$ cat src/sv/congestion_window_sender_macros.svh
// ----------------------------------------------------------------------------
// Congestion window sender assertion macros
// Shared concurrent assertion forms for the congestion window sender modules.
// ----------------------------------------------------------------------------
`ifndef CONGESTION_WINDOW_SENDER_MACROS_SVH
`define CONGESTION_WINDOW_SENDER_MACROS_SVH

`ifndef SYNTHESIS

// Same-cycle implication, disabled while reset is asserted.
`define CWS_ASSERT_NOW(label, clk, rst_n, ante, cons) \
    label: assert property (@(posedge clk) disable iff (!rst_n) (ante) |-> (cons)) \
        else $error("cws: assertion failed");

// Next-cycle implication, disabled while reset is asserted.
`define CWS_ASSERT_NEXT(label, clk, rst_n, ante, cons) \
    label: assert property (@(posedge clk) disable iff (!rst_n) (ante) |=> (cons)) \
        else $error("cws: assertion failed");

`else

`define CWS_ASSERT_NOW(label, clk, rst_n, ante, cons)
`define CWS_ASSERT_NEXT(label, clk, rst_n, ante, cons)

`endif

`endif

$ cat src/sv/cws_pkg.sv
// ----------------------------------------------------------------------------
// Congestion window sender package
// Types, codes and default constants shared by the sender modules.
// ----------------------------------------------------------------------------
`timescale 1ns / 1ps

package cws_pkg;

    localparam int DEF_MAX_WINDOW  = 64;
    localparam int DEF_SEQ_BITS    = 16;
    localparam int WIN_W           = 7;
    localparam int FIELD_SEQ_W     = 16;
    localparam int CFG_DATA_W      = 16;
    localparam logic [15:0] LAST_SEG_RST    = 16'd1;
    localparam logic [6:0]  INIT_THRESH_RST = 7'd16;

    typedef enum logic [1:0] {
        FUNC_START   = 2'd0,
        FUNC_ACK     = 2'd1,
        FUNC_TIMEOUT = 2'd2,
        FUNC_FIN_ACK = 2'd3
    } t_func;

    typedef enum logic [1:0] {
        KIND_NEW    = 2'd0,
        KIND_RESENT = 2'd1,
        KIND_FIN    = 2'd2
    } t_kind;

    typedef enum logic [0:0] {
        CFG_LAST_SEGMENT = 1'b0,
        CFG_INIT_THRESH  = 1'b1
    } t_cfg_reg;

    typedef enum logic [0:0] {
        ST_IDLE  = 1'b0,
        ST_BURST = 1'b1
    } t_state;

    typedef struct packed {
        logic [1:0]  func;
        logic [15:0] ack_number;
        logic [15:0] ack_seq;
    } t_in_item;

    typedef struct packed {
        logic [15:0] seq;
        logic [1:0]  kind;
        logic [6:0]  window;
        logic        last;
    } t_out_item;

    // Commands from the controller to the datapath.
    typedef struct packed {
        logic evt;
        logic send;
    } t_cmd;

    // Status from the datapath to the controller.
    typedef struct packed {
        logic evt_emits;
        logic evt_burst;
        logic burst_last;
    } t_sts;

endpackage

$ cat src/sv/cws_ctrl.sv
// ----------------------------------------------------------------------------
// Congestion window sender controller
// Handshake control, output valid flag and the event/burst state machine.
// ----------------------------------------------------------------------------
`timescale 1ns / 1ps
`include "congestion_window_sender_macros.svh"

module cws_ctrl
    import cws_pkg::*;
(
    input  logic   i_clk,
    input  logic   i_rst_n,
    input  logic   i_in_valid,
    output logic   o_in_stall,
    output logic   o_out_valid,
    input  logic   i_out_stall,
    input  t_sts   i_sts,
    output t_cmd   o_cmd
);

    t_state r_state, n_state;
    logic   r_out_valid, n_out_valid;
    logic   out_free;

    assign out_free    = !r_out_valid || !i_out_stall;
    assign o_out_valid = r_out_valid;

    always_ff @(posedge i_clk) begin
        if (!i_rst_n) begin
            r_state     <= ST_IDLE;
            r_out_valid <= 1'b0;
        end else begin
            r_state     <= n_state;
            r_out_valid <= n_out_valid;
        end
    end

    always_comb begin
        n_state     = r_state;
        o_cmd       = '0;
        o_in_stall  = 1'b1;
        n_out_valid = out_free ? 1'b0 : r_out_valid;
        unique case (r_state)
            ST_IDLE: begin
                o_in_stall = !out_free;
                if (i_in_valid && out_free) begin
                    o_cmd.evt   = 1'b1;
                    n_out_valid = i_sts.evt_emits;
                    if (i_sts.evt_burst) begin
                        n_state = ST_BURST;
                    end
                end
            end
            ST_BURST: begin
                if (out_free) begin
                    o_cmd.send  = 1'b1;
                    n_out_valid = 1'b1;
                    if (i_sts.burst_last) begin
                        n_state = ST_IDLE;
                    end
                end
            end
            default: begin
                n_state = ST_IDLE;
            end
        endcase
    end

    // No new event is taken while a burst is being issued.
    `CWS_ASSERT_NOW(a_no_accept_in_burst, i_clk, i_rst_n, r_state == ST_BURST, o_in_stall)
    // An event and a burst send never happen in the same cycle.
    `CWS_ASSERT_NOW(a_cmd_exclusive, i_clk, i_rst_n, o_cmd.evt, !o_cmd.send)
    // Every burst send leaves a result in the output register.
    `CWS_ASSERT_NEXT(a_send_fills_out, i_clk, i_rst_n, o_cmd.send, r_out_valid)

endmodule

$ cat src/sv/cws_dp.sv
// ----------------------------------------------------------------------------
// Congestion window sender datapath
// Window, threshold and sequence state, the send unit and the result register.
// ----------------------------------------------------------------------------
`timescale 1ns / 1ps
`include "congestion_window_sender_macros.svh"

module cws_dp
    import cws_pkg::*;
#(
    parameter int MAX_WINDOW = DEF_MAX_WINDOW,
    parameter int SEQ_BITS   = DEF_SEQ_BITS
) (
    input  logic                  i_clk,
    input  logic                  i_rst_n,
    input  logic                  i_cfg_we,
    input  logic [0:0]            i_cfg_index,
    input  logic [CFG_DATA_W-1:0] i_cfg_data,
    input  t_in_item              i_in_data,
    input  t_cmd                  i_cmd,
    output t_sts                  o_sts,
    output t_out_item             o_out_data
);

    localparam int CMP_W = (SEQ_BITS > FIELD_SEQ_W) ? SEQ_BITS : FIELD_SEQ_W;
    localparam logic [7:0]       MAX_WIN8 = 8'(MAX_WINDOW);
    localparam logic [WIN_W-1:0] MAX_WIN  = WIN_W'(MAX_WINDOW);

    logic [15:0]         r_last_seg,   n_last_seg;
    logic [WIN_W-1:0]    r_cwnd,       n_cwnd;
    logic [WIN_W-1:0]    r_ssthresh,   n_ssthresh;
    logic [WIN_W-1:0]    r_aiw,        n_aiw;
    logic [WIN_W-1:0]    r_cnt,        n_cnt;
    logic [SEQ_BITS-1:0] r_next,       n_next;
    logic [SEQ_BITS-1:0] r_acked,      n_acked;
    logic [SEQ_BITS-1:0] r_high,       n_high;
    logic                r_fin,        n_fin;
    logic                r_closed,     n_closed;
    t_out_item           r_out,        n_out;

    logic [SEQ_BITS-1:0] ackn, ackq, send_base, send_seq, burst_seq;
    logic                send_new, send_fin, burst_fin;
    logic [7:0]          cwnd_grow;
    logic [WIN_W-1:0]    cwnd_sat, aiw_inc, half, thresh_to;

    assign ackn      = SEQ_BITS'(i_in_data.ack_number);
    assign ackq      = SEQ_BITS'(i_in_data.ack_seq);
    // One adder serves start, burst and timeout resend.
    assign send_base = (!i_cmd.send && i_in_data.func == FUNC_TIMEOUT) ? r_acked : r_next;
    assign send_seq  = send_base + SEQ_BITS'(1);
    assign send_new  = send_seq > r_high;
    assign send_fin  = CMP_W'(send_seq) >= CMP_W'(r_last_seg);
    // The next burst segment, used only for the end-of-burst status.
    assign burst_seq = r_next + SEQ_BITS'(1);
    assign burst_fin = CMP_W'(burst_seq) >= CMP_W'(r_last_seg);
    assign cwnd_grow = (r_cwnd < r_ssthresh) ? {r_cwnd, 1'b0} : ({1'b0, r_cwnd} + 8'd1);
    assign cwnd_sat  = (cwnd_grow > MAX_WIN8) ? MAX_WIN : cwnd_grow[WIN_W-1:0];
    assign aiw_inc   = (r_aiw == '1) ? r_aiw : r_aiw + WIN_W'(1);
    assign half      = r_cwnd >> 1;
    assign thresh_to = (half > WIN_W'(1)) ? half : WIN_W'(1);
    assign o_out_data = r_out;

    always_ff @(posedge i_clk) begin
        if (!i_rst_n) begin
            r_last_seg <= LAST_SEG_RST;
            r_cwnd     <= WIN_W'(1);
            r_ssthresh <= INIT_THRESH_RST;
            r_aiw      <= '0;
            r_cnt      <= '0;
            r_next     <= '0;
            r_acked    <= '0;
            r_high     <= '0;
            r_fin      <= 1'b0;
            r_closed   <= 1'b0;
        end else begin
            r_last_seg <= n_last_seg;
            r_cwnd     <= n_cwnd;
            r_ssthresh <= n_ssthresh;
            r_aiw      <= n_aiw;
            r_cnt      <= n_cnt;
            r_next     <= n_next;
            r_acked    <= n_acked;
            r_high     <= n_high;
            r_fin      <= n_fin;
            r_closed   <= n_closed;
        end
        r_out <= n_out;
    end

    // Event classification, valid whenever an event is offered.
    always_comb begin
        o_sts = '0;
        if (!r_closed) begin
            unique case (i_in_data.func)
                FUNC_START: o_sts.evt_emits = 1'b1;
                FUNC_ACK: begin
                    if (r_fin && r_next == ackn) begin
                        o_sts.evt_emits = 1'b1;
                    end else if (ackn == ackq && aiw_inc >= r_cwnd) begin
                        o_sts.evt_burst = !r_fin;
                    end
                end
                FUNC_TIMEOUT: o_sts.evt_emits = (r_next != r_acked);
                FUNC_FIN_ACK: o_sts.evt_emits = 1'b0;
                default:      o_sts.evt_emits = 1'b0;
            endcase
        end
        o_sts.burst_last = ((r_cnt + WIN_W'(1)) == r_cwnd) || burst_fin;
    end

    always_comb begin
        n_last_seg = r_last_seg;
        n_cwnd     = r_cwnd;
        n_ssthresh = r_ssthresh;
        n_aiw      = r_aiw;
        n_cnt      = r_cnt;
        n_next     = r_next;
        n_acked    = r_acked;
        n_high     = r_high;
        n_fin      = r_fin;
        n_closed   = r_closed;
        n_out      = r_out;

        if (i_cfg_we) begin
            unique case (t_cfg_reg'(i_cfg_index))
                CFG_LAST_SEGMENT: n_last_seg = i_cfg_data;
                CFG_INIT_THRESH:  n_ssthresh = i_cfg_data[WIN_W-1:0];
                default:          n_last_seg = r_last_seg;
            endcase
        end

        if (i_cmd.evt && !r_closed) begin
            unique case (i_in_data.func)
                FUNC_START: begin
                    n_next = send_seq;
                    if (send_new) n_high = send_seq;
                    if (send_fin) n_fin = 1'b1;
                    n_out.seq    = FIELD_SEQ_W'(send_seq);
                    n_out.kind   = send_new ? KIND_NEW : KIND_RESENT;
                    n_out.window = r_cwnd;
                    n_out.last   = 1'b1;
                end
                FUNC_ACK: begin
                    n_acked = ackn;
                    if (r_fin && r_next == ackn) begin
                        n_out.seq    = '0;
                        n_out.kind   = KIND_FIN;
                        n_out.window = r_cwnd;
                        n_out.last   = 1'b1;
                    end else if (ackn == ackq) begin
                        if (aiw_inc >= r_cwnd) begin
                            n_aiw  = '0;
                            n_cwnd = cwnd_sat;
                            n_cnt  = '0;
                        end else begin
                            n_aiw = aiw_inc;
                        end
                    end
                end
                FUNC_TIMEOUT: begin
                    n_ssthresh = thresh_to;
                    if (r_next != r_acked) begin
                        n_cwnd = WIN_W'(1);
                        n_aiw  = '0;
                        n_next = send_seq;
                        n_fin  = send_fin;
                        if (send_new) n_high = send_seq;
                        n_out.seq    = FIELD_SEQ_W'(send_seq);
                        n_out.kind   = KIND_RESENT;
                        n_out.window = WIN_W'(1);
                        n_out.last   = 1'b1;
                    end
                end
                FUNC_FIN_ACK: n_closed = 1'b1;
                default:      n_closed = r_closed;
            endcase
        end

        if (i_cmd.send) begin
            n_next = send_seq;
            n_cnt  = r_cnt + WIN_W'(1);
            if (send_new) n_high = send_seq;
            if (send_fin) n_fin = 1'b1;
            n_out.seq    = FIELD_SEQ_W'(send_seq);
            n_out.kind   = send_new ? KIND_NEW : KIND_RESENT;
            n_out.window = r_cwnd;
            n_out.last   = o_sts.burst_last;
        end
    end

    // The window always stays between one and its ceiling.
    `CWS_ASSERT_NOW(a_cwnd_range, i_clk, i_rst_n, 1'b1, r_cwnd != '0 && r_cwnd <= MAX_WIN)
    // A burst never sends more requests than the window allows.
    `CWS_ASSERT_NOW(a_burst_bound, i_clk, i_rst_n, i_cmd.send, r_cnt < r_cwnd)
    // A closed session stays closed.
    `CWS_ASSERT_NEXT(a_closed_sticky, i_clk, i_rst_n, r_closed, r_closed)

endmodule

$ cat src/sv/congestion_window_sender.sv
// ----------------------------------------------------------------------------
// Congestion window sender
// Sender-side congestion window control: slow start, congestion avoidance,
// timeout fallback and session close, issuing segment send requests.
// ----------------------------------------------------------------------------
// A start, timeout or fin-acknowledged event starts no burst; start and
// a timeout with data outstanding give one request, an ack that covers the
// last sent segment while finishing gives one fin request. An in-order ack
// that completes the window grows it and, unless finishing, then issues a
// burst of up to cwnd (at most MAX_WINDOW) requests, one per cycle while
// the output is not stalled; the single send adder produces the sequence
// number of each request. A new event is not taken until the burst has
// been fully issued. Results wait in an output register; the next event is
// taken in the same cycle that a waiting result transfers, and while that
// result is stalled the input is stalled as well.
// The last flag marks the final request caused by an event. After a
// fin-acknowledged event all further events are taken and dropped until
// reset. Configuration writes are registered; writing the initial
// threshold loads the slow-start threshold register itself.
// ----------------------------------------------------------------------------
`timescale 1ns / 1ps

module congestion_window_sender
    import cws_pkg::*;
#(
    parameter int MAX_WINDOW = DEF_MAX_WINDOW,
    parameter int SEQ_BITS   = DEF_SEQ_BITS
) (
    input  logic                  i_clk,
    input  logic                  i_rst_n,
    input  logic                  i_cfg_we,
    input  logic [0:0]            i_cfg_index,
    input  logic [CFG_DATA_W-1:0] i_cfg_data,
    input  logic                  i_in_valid,
    output logic                  o_in_stall,
    input  t_in_item              i_in_data,
    output logic                  o_out_valid,
    input  logic                  i_out_stall,
    output t_out_item             o_out_data
);

    t_cmd cmd;
    t_sts sts;

    // The controller owns the handshakes and sequencing of a burst.
    cws_ctrl u_ctrl (
        .i_clk       (i_clk),
        .i_rst_n     (i_rst_n),
        .i_in_valid  (i_in_valid),
        .o_in_stall  (o_in_stall),
        .o_out_valid (o_out_valid),
        .i_out_stall (i_out_stall),
        .i_sts       (sts),
        .o_cmd       (cmd)
    );

    // The datapath holds the window state and the result register.
    cws_dp #(
        .MAX_WINDOW (MAX_WINDOW),
        .SEQ_BITS   (SEQ_BITS)
    ) u_dp (
        .i_clk       (i_clk),
        .i_rst_n     (i_rst_n),
        .i_cfg_we    (i_cfg_we),
        .i_cfg_index (i_cfg_index),
        .i_cfg_data  (i_cfg_data),
        .i_in_data   (i_in_data),
        .i_cmd       (cmd),
        .o_sts       (sts),
        .o_out_data  (o_out_data)
    );

endmodule
$ cat config.mk
export PLATFORM = sky130hd
export DESIGN_NAME = congestion_window_sender
export DESIGN_NICKNAME = d
export VERILOG_FILES = /design/src/sv/cws_pkg.sv /design/src/sv/cws_ctrl.sv /design/src/sv/cws_dp.sv /design/src/sv/congestion_window_sender.sv
export VERILOG_INCLUDE_DIRS = /design/src /design/src/sv
export SDC_FILE = /design/constraint.sdc
export NUM_CORES = 1
export LEC_CHECK = 0
export BUFFER_PORTS_ARGS = -buffer_cell sky130_fd_sc_hd__buf_2
export CORE_UTILIZATION = 43
export CTS_BUF_LIST = sky130_fd_sc_hd__clkbuf_8
export DETAILED_ROUTE_END_ITERATION = 10
export PLACE_DENSITY_LB_ADDON = 0.12
export RECOVER_POWER = 50
export SLEW_MARGIN = 25
export SYNTH_ARGS = -nofsm -noshare
export SYNTH_HDL_FRONTEND = slang
export SYNTH_SLANG_ARGS = --single-unit
$ cat constraint.sdc
create_clock -name i_clk -period 7.22 [get_ports i_clk]
set_clock_uncertainty 0.1 [all_clocks]
set_input_delay 1.444 -clock i_clk [delete_from_list [all_inputs] [get_ports i_clk]]
set_output_delay 1.444 -clock i_clk [all_outputs]
set_load 0.005 [all_outputs]
==> metrics.yaml, run 1 <==
status: "finished, violations left"
violations: "max-capacitance violations, max-slew violations"
design.core.area_um2: 18900
grt_overflow_total: 0
die_w_um: 141
routed_via_density: 5.52
min_tclk_post_route_ns: 6.51
netlist_top_cells_area: "dfxtp_1, ha_1, edfxtp_1, xnor2_1, nand2_1"
post-route-util_pct: 49.4
cts.hold.buffers_added: 0
arrival_ns: 6.57
timing.setup.critical_path_class: "in -> reg"
synth_top_area_share_pct: 23.0
worstPathRequired_ns: 7.27
antenna-diode-count: 0
final_hold_viol_count: 0
crit_path_cell_trace: "clkbuf_1 > a21bo_1 > clkbuf_1 > nand2_1 > nand2_1 > nand2_1 > ha_1 > nor4b_2 > o22a_1 > xnor2_1 > ha_1 > nand4_1 > nor4_1 > nor3_1 > o31a_1 > o21a_1 > a22oi_1 > a21oi_1"
total_leakage_power_nw: 3.68
worst_skew_pair.late_latency_ns: 0.45
finalPower_w: 0.00168
grt_start_max_net_pins: 78
grt_first_pass_wirelength_um: 38200
hold_end: "u_dp.r_last_seg[9]$_SDFFE_PN0P_"
floorplan.rows: 50
worst_hold_path.num_cells: 2
worstSetupStartpointType: "input pin"
cts-root-buf: "clkbuf_8"
post_cts_resized: 0
cp_num_cells: 18
dominantRegCellSynth: "dfxtp_1"
pwr_density_cell_nw_per_um2: 180
worst_slew_pin_slew_ns: 3.83
synth_seq_cells: 122
finalNetCount: 1195
route.detailed.drc: 0
clock_transition_time_at_the_flip_flop_clock_pins_of_the_worst_setup_and_hold_paths_ns: 0.07
tritoncts_num_sinks: 122
maxSlewHeadroom_pct: -155
critPathCaptureType: "flop"
post-route-period-util_pct: 90.2
finalSetupViolCount: 0
grt_pass1_vias: 6862
cts.path.max_buffers: 2
irDropWorstVdd_uv: 122
first_pass_iters: 6
wl_um: 24200
netlist-cell-type-count: 71
fp.dieH_um: 141
number_of_enable_type_register_cells_in_the_synthesized_netlist: 26
post-synth-top-area-cell: "dfxtp_1"
layout_common_cells: "nand2_1, dfxtp_1, nor2_1"
tritoncts: "done"
final-max-slew-violation-count: 78
area.sequential_um2: 2700
synth.cell_area_um2: 8360
final_non_filler_cell_total: 1341
syn2layout_area_growth_pct: 11.7
yosysWarningCount: 0
drt.antenna.violating_nets: 0
ios: 84
async_set_or_reset_flop_fraction_in_the_synthesized_netlist_pct: 0
grt_antenna_before_repair: 0
critPathBufInv: 2
global_route.usage.total_pct: 25.0
grt_setup_unrepaired: "no"
gp_congestion: 0.938
post_synth_inst_count: 1010
timing.critical_path.fanout_max: 18
drt-initial-drc-count: 633
filler_cell_count: 1892
ff2ff_path_depth: 17
holdCritStartpoint: "u_dp.r_last_seg[9]$_SDFFE_PN0P_"
synth_sequential_area_ratio_pct: 32.3
worstReg2RegStart: "u_ctrl.o_out_valid$_SDFF_PN0_"
post_synth.cell_area_avg_um2: 8.28
regToRegEndpoint: "u_dp.r_high[13]$_SDFF_PN0_"
vias: 7397
hold_path.class: "reg -> reg"
max-cap-violations: 1
crit_top_cell: "nand2_1"
cpMaxStageDelayCell: "clkbuf_1"
cts_post_setup_buffers_inserted: 0
most_common_cell_after_layout_fill_and_taps_aside: "nand2_1"
io_buffer_count: 83
place_inst: 1309
dieArea_um2: 20000
tns_ns: 0
drt-wirelength-per-cell_um: 18.0
cts-htree-levels: 4
initial_core_utilization_pct: 44.2
timing.fmax_mhz: 154
drive_gt1_share_pct: 11.9
hpwlAfterDp_um: 18000
crit_family: "simple AND/OR/NAND/NOR gates"
worst-r2r-setup-slack_ns: 1.47
syn-num-nets: 1137
cts_made_buffers: 17
multi_input_combinational_cell_area_um2: 5120
critPathMaxStageDelay_ns: 0.80
worst reg2reg max path: cells and delay by family (launching register included):
kind            cells  cell delay (ns)
flops               1             0.48
buf+inv             1             0.80
compound gates      6             1.34
xor+xnor            1             0.68
simple gates        7             1.59
fa+ha+maj           2             0.47
cell usage after synthesis (all sizes together), types with 8 or more instances:
master,number
nand2,126
dfxtp,96
nor2,82
a21oi,79
ha,71
inv,62
xnor2,60
clkbuf,43
nand3,38
o21ai,38
xor2,37
mux2i,32
edfxtp,26
nand4,24
buf,20
a211oi,14
nor3,13
a21o,12
nor2b,12
nor4,11
a22oi,10
nand2b,9
o21a,8
cell type report:
type,instances,area share [%]
Clock buffer,17,2.51
Clock inverter,15,1.97
Inverter,62,2.51
Multi-Input combinational cell,763,54.9
Sequential cell,122,28.9
Tap cell,260,3.48
Timing Repair Buffer,102,5.72
registers in the layout, indices dropped and copies added (netlist names):
name and cells:
u_dp.r_cnt 7, u_dp.r_fin 1, u_dp.r_cwnd 7, u_dp.r_aiw 7, u_dp.r_high 16, u_dp.r_last_seg 16, u_ctrl.r_state 1, u_dp.o_out_data 26
u_dp.r_closed 1, u_dp.r_acked 16, u_dp.r_ssthresh 7, u_ctrl.o_out_valid 1, u_dp.r_next 16
kinds of logic after synthesis:
| kind of cell | count (synthesis) | synth area share, % |
|---|---|---|
| compound gates | 223 | 17.4 |
| xor+xnor | 97 | 10.2 |
| fa+ha+maj | 71 | 10.6 |
| buf+inv | 125 | 6.33 |
| flops | 122 | 32.3 |
| mux | 34 | 4.25 |
| simple gates | 338 | 18.9 |
metal layers:
layer | track usage, % | vias up | part of all wire [%]
met5 | 0 | - | 0
met4 | 7.58 | 0 | 1.9
met3 | 6.45 | 29 | 8.0
met2 | 34.8 | 269 | 41
met1 | 37.4 | 3446 | 49
li1 | - | 3653 | -
through the flow:
stage / setup slack, ns / cell area, µm² / hold WS [ns]
3_5_place_dp: 0.776 / 8960 / 0.348
2_1_floorplan: 1.34 / 8360 / 0.328
4_1_cts: 1.24 / 9380 / 0.357
5_1_grt: 0.377 / 9340 / 0.370
3_3_place_gp: 0.967 / 8940 / 0.345
6_report: 0.707 / 9340 / 0.354
how the worst max path moves through the flow:
stage / startpoint / to / slack [ns]
floorplan: i_in_data[32] / u_dp.r_high[9]$_SDFF_PN0_ / 1.34
global placement: i_in_data[32] / u_dp.r_high[2]$_SDFF_PN0_ / 0.97
detailed placement: i_in_data[32] / u_dp.r_high[2]$_SDFF_PN0_ / 0.78
CTS: i_in_data[32] / u_dp.r_high[2]$_SDFF_PN0_ / 1.24
global route: i_out_stall / u_dp.r_high[13]$_SDFF_PN0_ / 0.38
finish: i_out_stall / u_dp.r_high[13]$_SDFF_PN0_ / 0.71
power breakdown:
group	switching, W	leakage (nW)	internal (W)
clock	0.000291	0.205	0.000369
sequential	0.0000253	1.02	0.000723
combinational	0.000169	2.45	0.000106
Power figures use the tool's default switching activity.
==> run 2, diff against run 1 <==
CORE_ASPECT_RATIO = 1.2   (was unset)
==> run 2 against run 1 <==
The run still ends with max-capacitance violations, max-slew violations left. Global-route usage decreased by 0.75 points. Total power up 0.84%. Critical endpoint is now u_dp.r_high[1]$_SDFF_PN0_. Hold slack gained 0.0026 ns. Flip-flop and latch count is the same. First-iteration DRC count shrank 47%. Critical path type unchanged. Register-to-register slack better by 0.29 ns. Count of clock-buffer cells in the layout grew 1. Cell count shrank 0.22%. Die area is essentially flat.
==> metrics.yaml, run 2 (same netlist as run 1, synthesis figures left out) <==
worstReg2RegStart: "u_ctrl.o_out_valid$_SDFF_PN0_"  # unchanged
floorplan.rows: 55  # was 50
worst-r2r-setup-slack_ns: 1.76  # was 1.47 ns
violations: "max-capacitance violations, max-slew violations"  # unchanged
layout_common_cells: "nand2_1, dfxtp_1, nor2_1"  # unchanged
cts.path.max_buffers: 2  # unchanged
worst_skew_pair.late_latency_ns: 0.46  # was 0.45 ns
grt_first_pass_wirelength_um: 37300  # was 38200 µm
first_pass_iters: 4  # was 6
cts-root-buf: "clkbuf_8"  # unchanged
hold_path.class: "reg -> reg"  # unchanged
max-cap-violations: 1  # unchanged
dieArea_um2: 20000  # about the same
irDropWorstVdd_uv: 113  # was 122 µV
tns_ns: 0  # unchanged
wl_um: 23200  # was 24200 µm
initial_core_utilization_pct: 44.2  # about the same
cts_made_buffers: 17  # unchanged
finalNetCount: 1196  # was 1195
drt.antenna.violating_nets: 0  # unchanged
ios: 84  # unchanged
fp.dieH_um: 155  # was 141 µm
min_tclk_post_route_ns: 6.19  # was 6.51 ns
io_buffer_count: 83  # unchanged
worstPathRequired_ns: 7.30  # was 7.27 ns
startpoint: "i_out_stall"  # unchanged
worst_hold_path.num_cells: 2  # unchanged
grt_antenna_before_repair: 0  # unchanged
route.detailed.drc: 0  # unchanged
final-max-slew-violation-count: 75  # was 78
die_w_um: 129  # was 141 µm
final_hold_viol_count: 0  # unchanged
grt_pass1_vias: 7026  # was 6862
hold_end: "u_dp.r_last_seg[13]$_SDFFE_PN0P_"  # was u_dp.r_last_seg[9]$_SDFFE_PN0P_
largest_reg_flops: 26  # unchanged
hpwlAfterDp_um: 17500  # was 18000 µm
total_leakage_power_nw: 3.71  # was 3.68 nW
finish.instance_area_um2: 9340  # unchanged
regToRegEndpoint: "u_dp.r_high[1]$_SDFF_PN0_"  # was u_dp.r_high[13]$_SDFF_PN0_
gp_congestion: 0.868  # was 0.938
worst_slew_pin_slew_ns: 3.51  # was 3.83 ns
antenna-diode-count: 0  # unchanged
maxSlewHeadroom_pct: -134  # was -155%
grt_start_max_net_pins: 75  # was 78
status: "finished, violations left"  # unchanged
routed_via_density: 5.41  # was 5.52
grt_overflow_total: 0  # unchanged
pwr_density_cell_nw_per_um2: 182  # was 180 nW/µm²
arrival_ns: 6.27  # was 6.57 ns
critPathCaptureType: "flop"  # unchanged
cts-htree-levels: 4  # unchanged
timing.setup.critical_path_class: "in -> reg"  # unchanged
vias: 7245  # was 7397
ff2ff_path_depth: 20  # was 17
clock_transition_time_at_the_flip_flop_clock_pins_of_the_worst_setup_and_hold_paths_ns: 0.07  # about the same
post_cts_resized: 0  # unchanged
post-route-period-util_pct: 85.7  # was 90.2%
drive_gt1_share_pct: 12.2  # was 11.9%
cts.hold.buffers_added: 0  # unchanged
timing.critical_path.fanout_max: 18  # unchanged
finalSetupViolCount: 0  # unchanged
design.core.area_um2: 18900  # about the same
tritoncts: "done"  # unchanged
tritoncts_num_sinks: 122  # unchanged
drt-wirelength-per-cell_um: 17.4  # was 18.0 µm
grt_setup_unrepaired: "no"  # unchanged
placedInstanceArea_um2: 8950  # was 8960 µm²
global_route.usage.total_pct: 24.3  # was 25.0%
worstSetupStartpointType: "input pin"  # unchanged
most_common_cell_after_layout_fill_and_taps_aside: "nand2_1"  # unchanged
drt-initial-drc-count: 335  # was 633
final_hold_slack_ns: 0.357  # was 0.354 ns
holdCritStartpoint: "u_dp.r_last_seg[13]$_SDFFE_PN0P_"  # was u_dp.r_last_seg[9]$_SDFFE_PN0P_
syn2layout_area_growth_pct: 11.7  # unchanged
timing.fmax_mhz: 162  # was 154 MHz
cts_post_setup_buffers_inserted: 0  # unchanged
## run 2: cell types whose count changed in the layout (fill, tap and decap cells not counted), sizes merged
cell,change
buf,+3
inv,+2
clkinvlp,-2
clkinv,-1
clkbuf,-1
## run 2: final cells by class
| type | instances | area, µm² |
|---|---|---|
| inverters | 62 | 233 |
| clock buffers | 18 | 248 |
| repair buffers | 103 | 532 |
| clock inverters | 14 | 179 |
| multi-input cells | 763 | 5120 |
| fillers | 1922 | 9590 |
| well taps | 256 | 320 |
| flip-flops and latches | 122 | 2700 |
## run 2: worst max-delay path by stage
stage,depth (start not counted),slack [ns],endpoint
final,21,1.03,u_dp.r_high[1]$_SDFF_PN0_
after global routing,19,0.48,u_dp.r_high[1]$_SDFF_PN0_
after CTS,23,1.44,u_dp.r_high[2]$_SDFF_PN0_
after detailed placement,23,0.98,u_dp.r_high[2]$_SDFF_PN0_
after global placement,23,1.17,u_dp.r_high[2]$_SDFF_PN0_
after floorplan,24,1.34,u_dp.r_high[9]$_SDFF_PN0_
## run 2: power breakdown
part           switching, W  total [W]  internal [W]  leakage (nW)
logic              0.000168   0.000274      0.000106          2.47
clock network      0.000296   0.000676      0.000381         0.217
registers         0.0000243   0.000747      0.000723          1.02
## run 2: through the flow
step | total power [W] | utilization [%] | std cells | setup WS [ns]
2_1_floorplan | 0.000943 | - | 1010 | 1.34
3_3_place_gp | 0.00104 | 47.3 | 1306 | 1.17
3_5_place_dp | 0.00104 | 47.3 | 1306 | 0.978
4_1_cts | 0.00171 | 49.6 | 1338 | 1.44
5_1_grt | 0.00177 | 49.3 | 1338 | 0.478
6_report | 0.00170 | 49.3 | 1338 | 1.03
## run 2: routing by layer
layer	vias up	wire length [µm]	GRT usage, %
met1	3397	10000	29.7
met3	42	740	3.15
met2	144	11700	42.1
li1	3662	-	-
met5	-	0	0
met4	0	759	10.8
## run 2: worst max-delay path, stage by stage
cell and delay [ns]:
clkbuf_1 0.22, a21bo_1 0.15, clkbuf_1 0.71, nand2_1 0.39, nand2_1 0.15, nand2_1 0.07, ha_1 0.24, nor4b_2 0.22
o22a_1 0.25, a31oi_1 0.23, nor3_2 0.10, nor2_1 0.16, inv_1 0.08, ha_1 0.28, nand4_1 0.13, nor4_1 0.38
nor3_1 0.09, o31a_1 0.19, o21a_1 0.42, o21ai_0 0.26, a21oi_1 0.08
==> run 3, diff against run 2 <==
CORE_UTILIZATION = 58   (was 43)
GPL_TIMING_DRIVEN = 0   (was unset)
PLACE_DENSITY = 0.79   (was unset)
PLACE_DENSITY_LB_ADDON = unset   (was 0.12)
==> run 3 against run 2 <==
The run ends with design-rule violations left. Flip-flop and latch count unchanged. Fmax shrank 6.4%. Hold slack got worse by 0.0010 ns. Register-to-register slack worse by 0.07 ns. Wire length fell by 2.3%. Core utilization is 18 points higher. Setup slack lost 0.43 ns.
==> metrics.yaml, run 3 (same netlist as run 1, synthesis figures left out) <==
comb_power_share_pct: 17.7  # was 16.2%
sequentialPowerShare_pct: 44.7  # was 44.0%
worstPathRequired_ns: 7.44  # was 7.30 ns
grt_start_max_net_pins: 27  # was 75
antenna-diode-count: 0  # unchanged
min_tclk_post_route_ns: 6.62  # was 6.19 ns
worstSetupStartpointType: "input pin"  # unchanged
timing.setup.critical_path_class: "in -> reg"  # unchanged
hold_path.class: "reg -> reg"  # unchanged
floorplan.rows: 47  # was 55
route.layer.met1.wl_um: 9140  # was 10000 µm
worst_skew_pair.late_latency_ns: 0.46  # about the same
maxSlewHeadroom_pct: 9.31  # was -134%
largest_reg_flops: 26  # unchanged
grt_first_pass_wirelength_um: 36700  # was 37300 µm
post-route-util_pct: 66.9  # was 49.3%
grt_overflow_total: 0  # unchanged
global_route.usage.total_pct: 31.4  # was 24.3%
final-max-slew-violation-count: 0  # was 75
drt.antenna.violating_nets: 0  # unchanged
worstReg2RegStart: "u_ctrl.o_out_valid$_SDFF_PN0_"  # unchanged
cts-root-buf: "clkbuf_8"  # unchanged
dr.max_layer_used: "met4"  # unchanged
finalNetCount: 1236  # was 1196
worst-r2r-setup-slack_ns: 1.69  # was 1.76 ns
power.internal_w: 0.00115  # was 0.00121 W
violations: "design-rule violations"  # was max-capacitance violations, max-slew violations
total_leakage_power_nw: 3.75  # was 3.71 nW
max-cap-violations: 0  # was 1
worst_slew_pin_slew_ns: 1.35  # was 3.51 ns
route.detailed.drc: 3  # was 0
tritoncts: "done"  # unchanged
arrival_ns: 6.84  # was 6.27 ns
cts.hold.buffers_added: 0  # unchanged
syn2layout_area_growth_pct: 11.5  # was 11.7%
clock_transition_time_at_the_flip_flop_clock_pins_of_the_worst_setup_and_hold_paths_ns: 0.08  # was 0.07 ns
die_w_um: 112  # was 129 µm
ios: 84  # unchanged
timing.critical_path.fanout_max: 10  # was 18
tns_ns: 0  # unchanged
gp_congestion: 0.932  # was 0.868
drt-wirelength-per-cell_um: 17.6  # was 17.4 µm
routed_via_density: 6.00  # was 5.41
dieArea_um2: 14900  # was 20000 µm²
cts_post_setup_buffers_inserted: 0  # unchanged
first_pass_iters: 9  # was 4
timing.fmax_mhz: 151  # was 162 MHz
layout_common_cells: "nand2_1, dfxtp_1, nor2_1"  # unchanged
pwr_density_cell_nw_per_um2: 177  # was 182 nW/µm²
cts-htree-levels: 4  # unchanged
finalSetupViolCount: 0  # unchanged
wl_um: 22700  # was 23200 µm
wl_met2_um: 11400  # was 11700 µm
irDropWorstVdd_uv: 128  # was 113 µV
startpoint: "i_in_data[32]"  # was i_out_stall
final_hold_viol_count: 0  # unchanged
switching_fraction_pct: 30.2  # was 28.8%
grt_antenna_before_repair: 0  # unchanged
net_switching_component_of_the_power_w: 0.000498  # was 0.000488 W
hpwlAfterDp_um: 17300  # was 17500 µm
grt_setup_unrepaired: "no"  # unchanged
fp.dieH_um: 134  # was 155 µm
vias: 7752  # was 7245
io_buffer_count: 80  # was 83
critPathCaptureType: "flop"  # unchanged
post-route-period-util_pct: 91.6  # was 85.7%
holdCritStartpoint: "u_dp.r_last_seg[11]$_SDFFE_PN0P_"  # was u_dp.r_last_seg[13]$_SDFFE_PN0P_
post_cts_resized: 0  # unchanged
tritoncts_num_sinks: 122  # unchanged
cts_made_buffers: 17  # unchanged
drt-initial-drc-count: 721  # was 335
grt_pass1_vias: 7612  # was 7026
pwr-share-clk_pct: 37.6  # was 39.8%
most_common_cell_after_layout_fill_and_taps_aside: "nand2_1"  # unchanged
initial_core_utilization_pct: 60.0  # was 44.2%
status: "finished, violations left"  # unchanged
cts.path.max_buffers: 2  # unchanged
design.core.area_um2: 13900  # was 18900 µm²
drive_gt1_share_pct: 12.2  # about the same
routed_wl_met3_um: 1150  # was 740 µm
-- run 3: changes by cell type in the layout (fill, tap and decap cells not counted), sizes merged --
cell    before  now
clkbuf      37   77
bufinv       4    2
clkinv       4    5
inv         65   66
-- run 3: metal layers --
metal  vias to the layer above  track usage [%]
li1                       3731                -
met1                      3686             35.8
met4                         0             17.8
met5                         -                0
met2                       252             55.6
met3                        83             5.46
-- run 3: through the flow --
step	setup slack (ns)	instance area, µm²	hold WS (ns)	total power [W]	instances
after global routing	0.210	9320	0.371	0.00171	1293
after detailed placement	0.103	8980	0.346	0.00104	1261
after floorplan	1.34	8360	0.328	0.000943	1010
after CTS	0.557	9370	0.357	0.00165	1293
after global placement	0.117	8970	0.344	0.00103	1261
final	0.605	9320	0.356	0.00165	1293
-- run 3: cell type report --
cell class | instances | area (µm²)
plain buffers | 63 | 295
clock buffers | 18 | 248
clock inverters | 14 | 145
fillers | 1216 | 4620
inverters | 62 | 233
multi-input cells | 763 | 5100
flip-flops and latches | 122 | 2700
well taps | 171 | 214
repair buffers | 80 | 380
-- run 3: power groups by stage --
stage	clock (W)	combinational, W	sequential (W)
3_5_place_dp	0	0.000288	0.000752
3_3_place_gp	0	0.000281	0.000752
2_1_floorplan	0	0.000194	0.000750
5_1_grt	0.000652	0.000320	0.000739
4_1_cts	0.000624	0.000290	0.000736
6_report	0.000619	0.000291	0.000737
-- run 3: path summary, 6_finish.rpt --
path | endpoint | cells past startpoint
max | u_dp.r_high[6]$_SDFF_PN0_ | 25
min | u_dp.r_last_seg[11]$_SDFFE_PN0P_ | 2
max reg2reg | u_dp.r_high[6]$_SDFF_PN0_ | 22
min reg2reg | u_dp.r_last_seg[11]$_SDFFE_PN0P_ | 2
-- run 3: critical path: stages --
cell and delay [ns]:
clkbuf_1 0.11, inv_1 0.11, ha_1 0.16, clkbuf_2 0.22, inv_2 0.16, nor2_4 0.31
buf_2 0.33, mux2i_1 0.17, inv_1 0.23, ha_1 0.31, nor4b_2 0.47, o22ai_1 0.22
o31ai_1 0.28, a21oi_1 0.13, nor2_1 0.21, inv_1 0.10, ha_1 0.28, nand4_1 0.14
nor4_1 0.40, nor3_1 0.08, o31a_1 0.19, o21a_1 0.27, buf_2 0.21, a22oi_1 0.18
nor2_1 0.07
